`src/design/assert_macros.svh`:
```
// Assertion helpers shared by the RTL files.
`ifndef ASSERT_MACROS_SVH
`define ASSERT_MACROS_SVH

`ifndef SYNTHESIS

// Same-cycle implication.
`define ASSERT_IMPLIES(label, clk, rst, ante, cons) \
  label: assert property (@(posedge clk) disable iff (rst) (ante) |-> (cons)) \
    else $error("assertion failed: same-cycle implication");

// Next-cycle implication.
`define ASSERT_NEXT(label, clk, rst, ante, cons) \
  label: assert property (@(posedge clk) disable iff (rst) (ante) |=> (cons)) \
    else $error("assertion failed: next-cycle implication");

`else

`define ASSERT_IMPLIES(label, clk, rst, ante, cons)
`define ASSERT_NEXT(label, clk, rst, ante, cons)

`endif

`endif

```
`src/design/lcr_pkg.sv`:
```
package lcr_pkg;

  localparam int READING_W  = 24;
  localparam int VOLUME_W   = 16;
  localparam int GAIN_W     = 2;
  localparam int SCOUNT_W   = 8;
  localparam int TIMEOUT_W  = 24;
  localparam int THRESH_W   = 24;
  localparam int UPM_W      = 16;
  localparam int CFG_INDEX_W = 3;
  localparam int CFG_DATA_W  = 24;

  localparam logic [CFG_INDEX_W-1:0] CFG_GAIN_SELECT         = 3'd0;
  localparam logic [CFG_INDEX_W-1:0] CFG_SAMPLE_COUNT        = 3'd1;
  localparam logic [CFG_INDEX_W-1:0] CFG_TIMEOUT_TICKS       = 3'd2;
  localparam logic [CFG_INDEX_W-1:0] CFG_LIFTED_THRESHOLD    = 3'd3;
  localparam logic [CFG_INDEX_W-1:0] CFG_CONTAINER_THRESHOLD = 3'd4;
  localparam logic [CFG_INDEX_W-1:0] CFG_UNITS_PER_ML        = 3'd5;

  localparam logic [GAIN_W-1:0]    GAIN_RESET      = 2'd0;
  localparam logic [GAIN_W-1:0]    GAIN_A64        = 2'd2;
  localparam logic [GAIN_W-1:0]    GAIN_UNUSED     = 2'd3;
  localparam logic [SCOUNT_W-1:0]  SCOUNT_RESET    = 8'd1;
  localparam logic [TIMEOUT_W-1:0] TIMEOUT_RESET   = 24'd125000;
  localparam logic [THRESH_W-1:0]  LIFTED_RESET    = 24'd25000;
  localparam logic [THRESH_W-1:0]  CONTAINER_RESET = 24'd42000;
  localparam logic [UPM_W-1:0]     UPM_RESET       = 16'd150;

  localparam logic [VOLUME_W-1:0]  VOLUME_MAX      = 16'hFFFF;

  localparam logic STATUS_OK      = 1'b0;
  localparam logic STATUS_TIMEOUT = 1'b1;

  typedef struct packed {
    logic dout_level;
    logic start_req;
  } item_t;

  typedef struct packed {
    logic                        sck_level;
    logic                        done_res;
    logic                        status;
    logic signed [READING_W-1:0] reading;
    logic [VOLUME_W-1:0]         volume;
    logic                        lifted;
    logic                        no_container;
  } result_t;

  typedef struct packed {
    logic sck_level;
    logic timeout;
    logic last_tick;
  } tick_res_t;

  typedef struct packed {
    logic signed [READING_W-1:0] reading;
    logic [VOLUME_W-1:0]         volume;
    logic                        lifted;
    logic                        no_container;
  } post_res_t;

endpackage

```
`src/design/lcr_div.sv`:
```
`include "assert_macros.svh"

module lcr_div #(
  parameter int NW = 32,
  parameter int DW = 16
) (
  input  logic          clk,
  input  logic          rst,
  input  logic          start,
  input  logic [NW-1:0] dividend,
  input  logic [DW-1:0] divisor,
  output logic          busy,
  output logic          done,
  output logic [NW-1:0] quotient
);

  localparam int CNTW = $clog2(NW);

  logic [CNTW-1:0] cnt;
  logic [DW-1:0]   rem;
  logic [NW-1:0]   quo;
  logic [DW-1:0]   dvs;
  logic [DW:0]     shifted;
  logic [DW+1:0]   trial;
  logic            fits;
  logic            last;

  assign shifted  = {rem, quo[NW-1]};
  assign trial    = {1'b0, shifted} - {2'b00, dvs};
  assign fits     = !trial[DW+1];
  assign last     = (cnt == CNTW'(NW - 1));
  assign quotient = quo;

  always_ff @(posedge clk) begin
    if (rst) begin
      busy <= 1'b0;
      done <= 1'b0;
      cnt  <= '0;
    end else begin
      done <= 1'b0;
      if (start) begin
        rem  <= '0;
        quo  <= dividend;
        dvs  <= divisor;
        cnt  <= '0;
        busy <= 1'b1;
      end else if (busy) begin
        quo <= {quo[NW-2:0], fits};
        rem <= fits ? trial[DW-1:0] : shifted[DW-1:0];
        cnt <= cnt + 1'b1;
        if (last) begin
          busy <= 1'b0;
          done <= 1'b1;
        end
      end
    end
  end

  `ASSERT_IMPLIES(a_start_idle, clk, rst, start, !busy)
  `ASSERT_IMPLIES(a_done_idle, clk, rst, done, !busy)
  `ASSERT_NEXT(a_run_continues, clk, rst, busy && !last && !start, busy)

endmodule

```
`src/design/lcr_tick.sv`:
```
module lcr_tick #(
  parameter int DATA_BITS         = 24,
  parameter int SAMPLE_COUNT_BITS = 8,
  parameter int TIMER_BITS        = 24
) (
  input  logic                                        clk,
  input  logic                                        rst,
  input  logic                                        accept,
  input  lcr_pkg::item_t                              item,
  input  logic [lcr_pkg::GAIN_W-1:0]                  gain,
  input  logic [SAMPLE_COUNT_BITS-1:0]                n_eff,
  input  logic [TIMER_BITS-1:0]                       limit,
  output lcr_pkg::tick_res_t                          res,
  output logic                                        launch,
  output logic signed [DATA_BITS+SAMPLE_COUNT_BITS-1:0] sum
);

  import lcr_pkg::*;

  localparam int SW = DATA_BITS + SAMPLE_COUNT_BITS;
  localparam int PW = $clog2(DATA_BITS + 4);

  typedef enum logic [1:0] {
    PH_IDLE,
    PH_WAIT,
    PH_HIGH,
    PH_LOW
  } phase_t;

  phase_t                        phase;
  logic [PW-1:0]                 pulse_count;
  logic [DATA_BITS-1:0]          shift_value;
  logic [TIMER_BITS-1:0]         wait_timer;
  logic [SAMPLE_COUNT_BITS-1:0]  samples_taken;

  logic [GAIN_W-1:0]             extra_m1;
  logic [PW-1:0]                 pulse_lim;
  logic [PW-1:0]                 pulse_inc;
  logic [TIMER_BITS-1:0]         timer_inc;
  logic [SAMPLE_COUNT_BITS-1:0]  samples_inc;
  logic                          bits_done;
  logic                          timed_out;
  logic                          last_sample;
  logic signed [SW-1:0]          sum_add;

  always_comb begin
    extra_m1    = (gain == GAIN_UNUSED) ? GAIN_A64 : gain;
    pulse_lim   = PW'(DATA_BITS) + PW'(extra_m1) + PW'(1);
    pulse_inc   = pulse_count + 1'b1;
    bits_done   = (pulse_inc >= pulse_lim);
    timer_inc   = wait_timer + 1'b1;
    timed_out   = (timer_inc >= limit);
    samples_inc = samples_taken + 1'b1;
    last_sample = (samples_inc >= n_eff);
    sum_add     = sum + SW'($signed(shift_value));

    res.sck_level = (phase == PH_HIGH);
    res.timeout   = (phase == PH_WAIT) && item.dout_level && timed_out;
    res.last_tick = (phase == PH_LOW) && bits_done && last_sample;
  end

  always_ff @(posedge clk) begin
    if (rst) begin
      phase         <= PH_IDLE;
      pulse_count   <= '0;
      shift_value   <= '0;
      wait_timer    <= '0;
      samples_taken <= '0;
      sum           <= '0;
      launch        <= 1'b0;
    end else begin
      launch <= accept && res.last_tick;
      if (accept) begin
        case (phase)
          PH_IDLE: begin
            if (item.start_req) begin
              sum           <= '0;
              samples_taken <= '0;
              pulse_count   <= '0;
              shift_value   <= '0;
              wait_timer    <= '0;
              phase         <= (limit == '0) ? PH_HIGH : PH_WAIT;
            end
          end
          PH_WAIT: begin
            if (!item.dout_level) begin
              phase <= PH_HIGH;
            end else begin
              wait_timer <= timer_inc;
              if (timed_out) begin
                phase <= PH_IDLE;
              end
            end
          end
          PH_HIGH: begin
            if (pulse_count < PW'(DATA_BITS)) begin
              shift_value <= {shift_value[DATA_BITS-2:0], item.dout_level};
            end
            phase <= PH_LOW;
          end
          PH_LOW: begin
            pulse_count <= pulse_inc;
            if (bits_done) begin
              sum           <= sum_add;
              samples_taken <= samples_inc;
              if (last_sample) begin
                phase <= PH_IDLE;
              end else begin
                pulse_count <= '0;
                shift_value <= '0;
                wait_timer  <= '0;
                phase       <= (limit == '0) ? PH_HIGH : PH_WAIT;
              end
            end else begin
              phase <= PH_HIGH;
            end
          end
          default: phase <= PH_IDLE;
        endcase
      end
    end
  end

endmodule

```
`src/design/lcr_post.sv`:
```
module lcr_post #(
  parameter int DATA_BITS         = 24,
  parameter int SAMPLE_COUNT_BITS = 8
) (
  input  logic                                          clk,
  input  logic                                          rst,
  input  logic                                          launch,
  input  logic signed [DATA_BITS+SAMPLE_COUNT_BITS-1:0] sum,
  input  logic [SAMPLE_COUNT_BITS-1:0]                  n_eff,
  input  logic signed [lcr_pkg::THRESH_W-1:0]           lifted_thr,
  input  logic signed [lcr_pkg::THRESH_W-1:0]           container_thr,
  input  logic [lcr_pkg::UPM_W-1:0]                     upm_eff,
  output logic                                          busy,
  output logic                                          done,
  output lcr_pkg::post_res_t                            res
);

  import lcr_pkg::*;

  localparam int SW = DATA_BITS + SAMPLE_COUNT_BITS;
  localparam int RW = (DATA_BITS > READING_W) ? DATA_BITS : READING_W;
  localparam int CW = RW + 1;
  localparam int WD = (SW > CW) ? SW : CW;
  localparam int DV = (SAMPLE_COUNT_BITS > UPM_W) ? SAMPLE_COUNT_BITS : UPM_W;

  typedef enum logic [1:0] {
    PS_IDLE,
    PS_AVG,
    PS_CMP,
    PS_VOL
  } post_state_t;

  post_state_t                 state;
  logic                        neg;
  logic signed [DATA_BITS-1:0] avg;

  logic [SW-1:0]               mag;
  logic signed [RW-1:0]        avg_r;
  logic signed [CW-1:0]        avg_c;
  logic signed [CW-1:0]        lt_c;
  logic signed [CW-1:0]        ct_c;
  logic signed [CW-1:0]        diff;
  logic                        not_lifted;
  logic                        has_cont;

  logic                        div_start;
  logic [WD-1:0]               div_dividend;
  logic [DV-1:0]               div_divisor;
  logic                        div_busy;
  logic                        div_done;
  logic [WD-1:0]               div_q;

  always_comb begin
    mag        = sum[SW-1] ? $unsigned(~sum + 1'b1) : $unsigned(sum);
    avg_r      = RW'(avg);
    avg_c      = CW'(avg);
    lt_c       = CW'(lifted_thr);
    ct_c       = CW'(container_thr);
    diff       = avg_c - ct_c;
    not_lifted = (avg_c > lt_c);
    has_cont   = (avg_c > ct_c);

    div_start    = ((state == PS_IDLE) && launch) ||
                   ((state == PS_CMP) && not_lifted && has_cont);
    div_dividend = (state == PS_IDLE) ? WD'(mag) : WD'($unsigned(diff));
    div_divisor  = (state == PS_IDLE) ? DV'(n_eff) : DV'(upm_eff);
  end

  assign busy = (state != PS_IDLE);

  lcr_div #(
    .NW(WD),
    .DW(DV)
  ) u_div (
    .clk      (clk),
    .rst      (rst),
    .start    (div_start),
    .dividend (div_dividend),
    .divisor  (div_divisor),
    .busy     (div_busy),
    .done     (div_done),
    .quotient (div_q)
  );

  always_ff @(posedge clk) begin
    if (rst) begin
      state <= PS_IDLE;
      done  <= 1'b0;
    end else begin
      done <= 1'b0;
      case (state)
        PS_IDLE: begin
          if (launch) begin
            neg   <= sum[SW-1];
            state <= PS_AVG;
          end
        end
        PS_AVG: begin
          if (div_done) begin
            avg   <= neg ? (~div_q[DATA_BITS-1:0] + 1'b1) : div_q[DATA_BITS-1:0];
            state <= PS_CMP;
          end
        end
        PS_CMP: begin
          res.reading      <= avg_r[READING_W-1:0];
          res.lifted       <= !not_lifted;
          res.no_container <= not_lifted && !has_cont;
          if (not_lifted && has_cont) begin
            state <= PS_VOL;
          end else begin
            res.volume <= '0;
            done       <= 1'b1;
            state      <= PS_IDLE;
          end
        end
        PS_VOL: begin
          if (div_done) begin
            res.volume <= (|div_q[WD-1:VOLUME_W]) ? VOLUME_MAX : div_q[VOLUME_W-1:0];
            done       <= 1'b1;
            state      <= PS_IDLE;
          end
        end
        default: state <= PS_IDLE;
      endcase
    end
  end

  logic unused_div_busy;
  assign unused_div_busy = div_busy;

endmodule

```
`src/design/load_cell_adc_reader.sv`:
```
// Bit-banged reader for a 24-bit load cell converter. Each input transaction is one
// half-period tick of the converter's serial clock and yields exactly one result
// transaction carrying the clock level to drive for that tick. An ordinary tick's
// result is registered in the cycle after it is accepted, so a tick can be accepted
// every cycle while results are taken. The tick that completes the last sample of a
// measurement runs the average and the volume through one shared bit-serial
// restoring divider (one quotient bit per cycle) of WD bits, WD being the wider of
// DATA_BITS+SAMPLE_COUNT_BITS and max(DATA_BITS,24)+1. That tick registers a launch
// strobe, the average is divided, the reading is compared with the thresholds, and
// the volume is divided unless the reading shows the device lifted or no container;
// the block stalls its input until the result is loaded. Write configuration only
// between measurements.
`include "assert_macros.svh"

module load_cell_adc_reader #(
  parameter int DATA_BITS         = 24,
  parameter int SAMPLE_COUNT_BITS = 8,
  parameter int TIMER_BITS        = 24
) (
  input  logic                              clk,
  input  logic                              rst,
  input  logic                              item_valid,
  output logic                              item_stall,
  input  lcr_pkg::item_t                    item,
  output logic                              result_valid,
  input  logic                              result_stall,
  output lcr_pkg::result_t                  result,
  input  logic                              cfg_we,
  input  logic [lcr_pkg::CFG_INDEX_W-1:0]   cfg_index,
  input  logic [lcr_pkg::CFG_DATA_W-1:0]    cfg_data
);

  import lcr_pkg::*;

  localparam int SW  = DATA_BITS + SAMPLE_COUNT_BITS;
  localparam int SCW = (SAMPLE_COUNT_BITS > SCOUNT_W) ? SAMPLE_COUNT_BITS : SCOUNT_W;
  localparam int TW  = (TIMER_BITS > TIMEOUT_W) ? TIMER_BITS : TIMEOUT_W;

  logic [GAIN_W-1:0]           gain_select;
  logic [SCOUNT_W-1:0]         sample_count;
  logic [TIMEOUT_W-1:0]        timeout_ticks;
  logic signed [THRESH_W-1:0]  lifted_threshold;
  logic signed [THRESH_W-1:0]  container_threshold;
  logic [UPM_W-1:0]            units_per_ml;

  logic [SCW-1:0]               sc_wide;
  logic [SAMPLE_COUNT_BITS-1:0] n_raw;
  logic [SAMPLE_COUNT_BITS-1:0] n_eff;
  logic [TW-1:0]                tm_wide;
  logic [TIMER_BITS-1:0]        limit;
  logic [UPM_W-1:0]             upm_eff;

  logic                 item_accept;
  tick_res_t            tick_res;
  logic                 launch;
  logic signed [SW-1:0] sum;
  logic                 post_busy;
  logic                 post_done;
  post_res_t            post_res;

  always_comb begin
    sc_wide = SCW'(sample_count);
    n_raw   = sc_wide[SAMPLE_COUNT_BITS-1:0];
    n_eff   = (n_raw == '0) ? SAMPLE_COUNT_BITS'(1) : n_raw;
    tm_wide = TW'(timeout_ticks);
    limit   = tm_wide[TIMER_BITS-1:0];
    upm_eff = (units_per_ml == '0) ? UPM_W'(1) : units_per_ml;
  end

  assign item_stall  = launch || post_busy || post_done || (result_valid && result_stall);
  assign item_accept = item_valid && !item_stall;

  always_ff @(posedge clk) begin
    if (rst) begin
      gain_select         <= GAIN_RESET;
      sample_count        <= SCOUNT_RESET;
      timeout_ticks       <= TIMEOUT_RESET;
      lifted_threshold    <= LIFTED_RESET;
      container_threshold <= CONTAINER_RESET;
      units_per_ml        <= UPM_RESET;
    end else if (cfg_we) begin
      case (cfg_index)
        CFG_GAIN_SELECT:         gain_select         <= cfg_data[GAIN_W-1:0];
        CFG_SAMPLE_COUNT:        sample_count        <= cfg_data[SCOUNT_W-1:0];
        CFG_TIMEOUT_TICKS:       timeout_ticks       <= cfg_data[TIMEOUT_W-1:0];
        CFG_LIFTED_THRESHOLD:    lifted_threshold    <= cfg_data[THRESH_W-1:0];
        CFG_CONTAINER_THRESHOLD: container_threshold <= cfg_data[THRESH_W-1:0];
        CFG_UNITS_PER_ML:        units_per_ml        <= cfg_data[UPM_W-1:0];
        default: ;
      endcase
    end
  end

  lcr_tick #(
    .DATA_BITS        (DATA_BITS),
    .SAMPLE_COUNT_BITS(SAMPLE_COUNT_BITS),
    .TIMER_BITS       (TIMER_BITS)
  ) u_tick (
    .clk    (clk),
    .rst    (rst),
    .accept (item_accept),
    .item   (item),
    .gain   (gain_select),
    .n_eff  (n_eff),
    .limit  (limit),
    .res    (tick_res),
    .launch (launch),
    .sum    (sum)
  );

  lcr_post #(
    .DATA_BITS        (DATA_BITS),
    .SAMPLE_COUNT_BITS(SAMPLE_COUNT_BITS)
  ) u_post (
    .clk           (clk),
    .rst           (rst),
    .launch        (launch),
    .sum           (sum),
    .n_eff         (n_eff),
    .lifted_thr    (lifted_threshold),
    .container_thr (container_threshold),
    .upm_eff       (upm_eff),
    .busy          (post_busy),
    .done          (post_done),
    .res           (post_res)
  );

  always_ff @(posedge clk) begin
    if (rst) begin
      result_valid <= 1'b0;
    end else begin
      if (result_valid && !result_stall) begin
        result_valid <= 1'b0;
      end
      if (item_accept && !tick_res.last_tick) begin
        result_valid        <= 1'b1;
        result.sck_level    <= tick_res.sck_level;
        result.done_res     <= tick_res.timeout;
        result.status       <= tick_res.timeout ? STATUS_TIMEOUT : STATUS_OK;
        result.reading      <= '0;
        result.volume       <= '0;
        result.lifted       <= 1'b0;
        result.no_container <= 1'b0;
      end
      if (post_done) begin
        result_valid        <= 1'b1;
        result.sck_level    <= 1'b0;
        result.done_res     <= 1'b1;
        result.status       <= STATUS_OK;
        result.reading      <= post_res.reading;
        result.volume       <= post_res.volume;
        result.lifted       <= post_res.lifted;
        result.no_container <= post_res.no_container;
      end
    end
  end

  logic timeout_clean;
  logic lifted_clean;

  assign timeout_clean = result.done_res && (result.reading == '0) && !result.sck_level;
  assign lifted_clean  = !result.no_container && (result.volume == '0);

  `ASSERT_IMPLIES(a_busy_stalls, clk, rst, post_busy || launch, item_stall)
  `ASSERT_IMPLIES(a_post_slot_free, clk, rst, post_done, !result_valid)
  `ASSERT_IMPLIES(a_timeout_fields, clk, rst, result_valid && result.status, timeout_clean)
  `ASSERT_IMPLIES(a_flags_excl, clk, rst, result_valid && result.lifted, lifted_clean)

endmodule

```
`config.mk`:
```
export PLATFORM = sky130hd
export DESIGN_NAME = load_cell_adc_reader
export DESIGN_NICKNAME = d
export VERILOG_FILES = /design/src/design/lcr_pkg.sv /design/src/design/lcr_div.sv /design/src/design/lcr_tick.sv /design/src/design/lcr_post.sv /design/src/design/load_cell_adc_reader.sv
export VERILOG_INCLUDE_DIRS = /design/src /design/src/design
export SDC_FILE = /design/constraint.sdc
export NUM_CORES = 1
export LEC_CHECK = 0
export BUFFER_PORTS_ARGS = -buffer_cell sky130_fd_sc_hd__buf_4
export CAP_MARGIN = 20
export CORE_AREA = 2 2 271 273
export CTS_CLUSTER_DIAMETER = 50
export DETAILED_ROUTE_END_ITERATION = 8
export DIE_AREA = 0 0 273 275
export HOLD_SLACK_MARGIN = 0.15
export PLACE_DENSITY_LB_ADDON = 0.2
export SLEW_MARGIN = 20
export SYNTH_ARGS = -nofsm -noshare
export SYNTH_HDL_FRONTEND = slang
export SYNTH_SLANG_ARGS = --single-unit
export TNS_END_PERCENT = 1
```
`constraint.sdc`:
```
create_clock -name clk -period 5.35 [get_ports clk]
set_input_delay 0.535 -clock clk [delete_from_list [all_inputs] [get_ports clk]]
set_output_delay 0.535 -clock clk [all_outputs]
set_load 0.01 [all_outputs]
```
After elaboration in Yosys (flattened, before gate mapping):

Index checks and enable logic that the tools add are counted.
W data, S select, Z words.

* register bits: 381
* input port bits: 34
* word-level logic and storage cells: 198

* $add $sub $neg: 11
* order comparisons: 6
* equality and inequality tests: 23
* multiplexer cells: 57
* bitwise gates (word level): 4
* reductions and logical operators: 61

Operator list (number)
* $mux W32: 6
* $mux W24: 6
* $pmux W24 S3: 2
* $mux W16: 5
* $pmux W32 S2: 1
* $add A24 B1 Y24 const B: 2
* $gt A24 B24 Y1: 2
* $mux W45: 1
* $mux W42: 1
* $mux W8: 5
* $add A32 B1 Y32 const B: 1
* $add A32 B24 Y32: 1
* $not A32 Y32: 1
* $pmux W16 S2: 1
* $sub A24 B24 Y25: 1
* $ge A24 B24 Y1: 1
* $logic_not A24 Y1: 1
* $not A24 Y24: 1
* $mux W2: 11
* $reduce_and A2 Y1: 10
* $sub A17 B16 Y18: 1
* $logic_not A16 Y1: 1
* $pmux W2 S4: 2
* $pmux W8 S2: 1
* 34 further kinds: 97

Depth between registers and ports, before layout:

* word-level depth: 11
* mapped depth: 20

By module:

A second synthesis with hierarchy kept.

* cells, all modules: 2329
* area total of the unflattened synthesis: 21798.4 um2

Modules (own cells, without submodules)
* lcr_tick: instances 1, cells each 832, area each 6896.6 um2, sequential area each 1921.8 um2
* lcr_post: instances 1, cells each 657, area each 5853.1 um2, sequential area each 2072.0 um2
* load_cell_adc_reader: instances 1, cells each 560, area each 5371.4 um2, sequential area each 3333.2 um2
* lcr_div: instances 1, cells each 280, area each 3677.3 um2, sequential area each 2062.0 um2

Worst setup path before layout:

Ideal clock, no wire load.

* path type: register to register
* start point: register sample_count[3] (netlist: n_raw[3])
* end point: register result[0] (netlist name), enable pin
* data arrival time: 4845 ps
* data required time: 4888 ps
* slack: 43 ps
* cell stages (with the launch flop): 13
* period minus slack after synthesis: 5307 ps
* cells stage by stage: dfxtp_1 > nor4_1 > a41o_1 > ha_1 > nand2b_1 > a21o_1 > a21o_1 > a21o_1 > a21o_1 > a2111oi_4 > nor4_1 > or2_2 > a21oi_1

* word-level cells in the longest chain between the ends: 8

Ends and longest elaborated chain
* from (decl): RTL line load_cell_adc_reader.sv:40 `logic [SCOUNT_W-1:0] sample_count;`
* from (signal assigned): RTL line load_cell_adc_reader.sv:84 `CFG_SAMPLE_COUNT: sample_count <= cfg_data[SCOUNT_W-1:0];`
* $logic_not A8 Y1: RTL line load_cell_adc_reader.sv:64 `n_eff = (n_raw == '0) ? SAMPLE_COUNT_BITS'(1) : n_raw;`
* $mux W8 (*): RTL line load_cell_adc_reader.sv:64
* $ge A8 B8 Y1 (*): RTL line lcr_tick.sv:54 `last_sample = (samples_inc >= n_eff);`
* $logic_and A1 B1 Y1 (*): RTL line lcr_tick.sv:59 `res.last_tick = (phase == PH_LOW) && bits_done && last_sample;`
* $logic_not A1 Y1 (*): RTL line load_cell_adc_reader.sv:135 `if (item_accept && !tick_res.last_tick) begin`
* $logic_and A1 B1 Y1 (*): RTL line load_cell_adc_reader.sv:135
* $reduce_bool A2 Y1 (no source line) (*)
* $reduce_and A2 Y1 (no source line) (*)
* to (decl): RTL line load_cell_adc_reader.sv:27 `output lcr_pkg::result_t result,`

Every way passes the cells marked *; elsewhere a longest branch is shown, timed or not.
A chain may end at the register's enable or synchronous reset.

Worst setup path after layout:

* start point: register sample_count[3] (netlist: n_raw[3])
* end point: register result[12] (netlist name), enable pin

The elaborated chain is that of the path after synthesis.

==> results.cfg <==
[detailed_routing]
drt-pass1-iter-count = 5
num_vias = 16790
via_per_inst = 5.005
drt-total-wl_mm = 61.98
drtIter0Drc = 1222
routedWlPerCell_um = 18.47
drc = 0
ant_nets = 0

[synth]
yosys_warnings = 0
yosys.area_share.simple = 0.1740
async_reset_ff_frac = 0
syn_avg_cell_area_um2 = 9.322
synth-compound-area-share = 0.1611
synth_seq_area_share = 0.4368
synth_area_um2 = 21500
synthCells = 2306
ys.flop_type = dfxtp_1
ys_seq_elements = 381
synth_edf_count = 176
synthAdderAreaFrac = 0.08254
synthMuxAreaShare = 0.04703
synth.top_cell.area_share = 0.2459
syn_nets = 2480
synth_top_family_by_area = simple AND/OR/NAND/NOR gates
yosys.area.top_type = edfxtp_1
synth_xor_area_frac = 0.05297
synth_cell_types = 80
synthTopCellsByArea = edfxtp_1 25%, dfxtp_1 19%, ha_1 8.0%

[setup_path]
required_ps = 5580
cp.arrival_ps = 4320
worstSetupStartpointType = flop
end_kind = flop
cpPeakStageDelay_ps = 490
worstPathCellList = nor4_1 -> a41o_1 -> ha_1 -> nand2b_1 -> a21o_1 -> a21o_1 -> a21o_1 -> a21o_1 -> a2111oi_4 -> nor4_1 -> or2_2 -> a21oi_4 -> buf_4
reg2reg_depth = 13
path_buf_inv = 1
cp_slowest_cell = buf_4
crit_path_frequent_cell = a21o_1
path_depth = 13
critical_path.max_fanout = 42
worstSetupPathType = reg -> reg
cp_top_family = compound AO/OA/AOI/OAI gates

[layout]
post-route-util = 0.3428
final_common_cell = nand2_1
drive_gt1_frac = 0.1073
mostFrequentLayoutCells = 326 x nand2_1, 205 x dfxtp_1, 176 x edfxtp_1
multi_input_area_um2 = 11210
final_nets = 2525
fill_cells = 7451
fin_cells = 3355
area_growth_pct = 15.35
final-seq-area_um2 = 9389

[floorplanning]
num_io_pins = 81
core_um2 = 72340
dieArea_um2 = 75080
start_util = 0.2971
die_w_um = 273
die_h_um = 275
rows = 99

[cts]
max-clock-path-buffers = 3
root_buffer = clkbuf_16
ctsResizeCount = 0
cts_setup_buffers = 0
cts_made_buffers = 54
clk_pin_slew_ps = 50
clock-sinks = 381
insertion_delay_ps = 610
cts_tree = yes
htreeDepth = 2
holdBufCountCts = 0

[global_routing]
grt_pass1_wl_mm = 96.68
use_met3 = 0.02566
use_met2 = 0.2734
grt.met1_usage = 0.2209
grt_pass1_vias = 16560
grt_max_degree = 148
antenna_found_initial = 1
top_usage_layer = met2
grt_overflow = 0
grt_usage = 0.1641

[timing]
whs_ps = 227.8
fin_crit_ps = 4088
max_freq_mhz = 244.6
rsz0062_at_grt = no
skew_ps = 20.33
hold_viol = 0
slew_violations = 0
setup_violations = 0
finalSetupTns_ps = 0
slew-limit-headroom = 0.2932
post-route-period-util = 0.7641
worst_slew_pin_slew_ps = 1059

[run]
cap_violations = 0

[placed_design]
io_buffers = 80
place_congestion = 0.8815
dp.cells = 3254
dpl.hpwl_mm = 46.11

[pwr]
ir_drop_mv = 0.2286
total_power_mw = 6.842
p_per_area_nw_per_um2 = 275.9
p_leak_nw = 9.488

[worst_hold_path]
hold_path_class = in -> reg
min_path_cells = 3

[run_status]
outcome = finished, final reports clean
-- state kept, by name, summed over array words and instances, names as in the netlist, 2 cells and up --
register               count
container_threshold       24
gain_select                2
lifted_threshold          24
limit                     24
n_raw                      8
result                    45
u_post.avg                24
u_post.res                42
u_post.state               2
u_post.u_div.cnt           5
u_post.u_div.dvs          16
u_post.u_div.quotient     32
u_post.u_div.rem          16
u_tick.phase               2
u_tick.pulse_count         5
u_tick.samples_taken       8
u_tick.shift_value        24
u_tick.sum                32
u_tick.wait_timer         24
units_per_ml              16
-- worst reg2reg max path, stage by stage, from the launching register on --
cell       delay [ps]
dfxtp_1           320
nor4_1            310
a41o_1            240
ha_1              220
nand2b_1          140
a21o_1            180
a21o_1            170
a21o_1            170
a21o_1            200
a2111oi_4         470
nor4_1            170
or2_2             350
a21oi_4           220
buf_4             490
-- synthesized netlist by cell type, types with 18 or more instances --
cell,count
a21o_1,56
a21oi_1,174
and2_1,59
and3_1,22
clkbuf_1,92
dfxtp_1,205
edfxtp_1,176
ha_1,137
inv_1,129
mux2_4,22
mux2i_1,59
nand2_1,326
nand2b_1,19
nand3_1,71
nand4_1,25
nor2_1,128
nor2b_1,22
nor3_1,44
nor4_1,18
o211ai_1,31
o21a_1,32
o21ai_0,82
o31ai_1,19
xnor2_1,90
xor2_1,40
-- report_power, final --
group / internal [mW] / total, mW / switching [mW]
Sequential: 3.06 / 3.08 / 0.0192
Combinational: 0.0954 / 0.295 / 0.200
Clock: 2.04 / 3.47 / 1.43
-- routing by layer --
| metal | vias to the layer above | routed length, µm |
|---|---|---|
| met5 | - | 0 |
| met4 | 0 | 1430 |
| met3 | 81 | 2724 |
| met2 | 331 | 28690 |
| met1 | 8027 | 29130 |
| li1 | 8353 | - |
-- final cells by class --
class	instances	share of cell area
antenna	1	0.0001009
clock buffer	70	0.06025
clock inverter	30	0.009991
inverter	129	0.01953
multi-input combinational	1685	0.4523
sequential	381	0.3787
tap	959	0.04839
timing repair buffer	100	0.03078
-- logic make-up (layout without fill, tap and decap cells) --
logic type               Yosys count  after routing
AO/OA/AOI/OAI                    533            533
XOR/XNOR                         130            130
adder cells (fa/ha/maj)          140            140
buffers and inverters            240            329
flip-flops                       381            381
multiplexers                      89             89
other                              1              2
AND/OR/NAND/NOR                  792            792
-- metrics by stage --
stage               setup slack, ps  area [µm²]
floorplan                     42.78       21500
global placement               1352       23040
detailed placement             1265       23040
CTS                            1230       24780
global route                  838.2       24790
finish                         1262       24800
-- worst paths after layout --
| kind | start | to | slack, ps |
|---|---|---|---|
| min | cfg_data[17] | limit[17] | 230 |
| min reg2reg | lifted_threshold[16] | lifted_threshold[16] | 450 |
| max | n_raw[3] | result[12] | 1260 |
| max reg2reg | n_raw[3] | result[12] | 1260 |
Note: power is estimated with default switching activity, not from simulation.
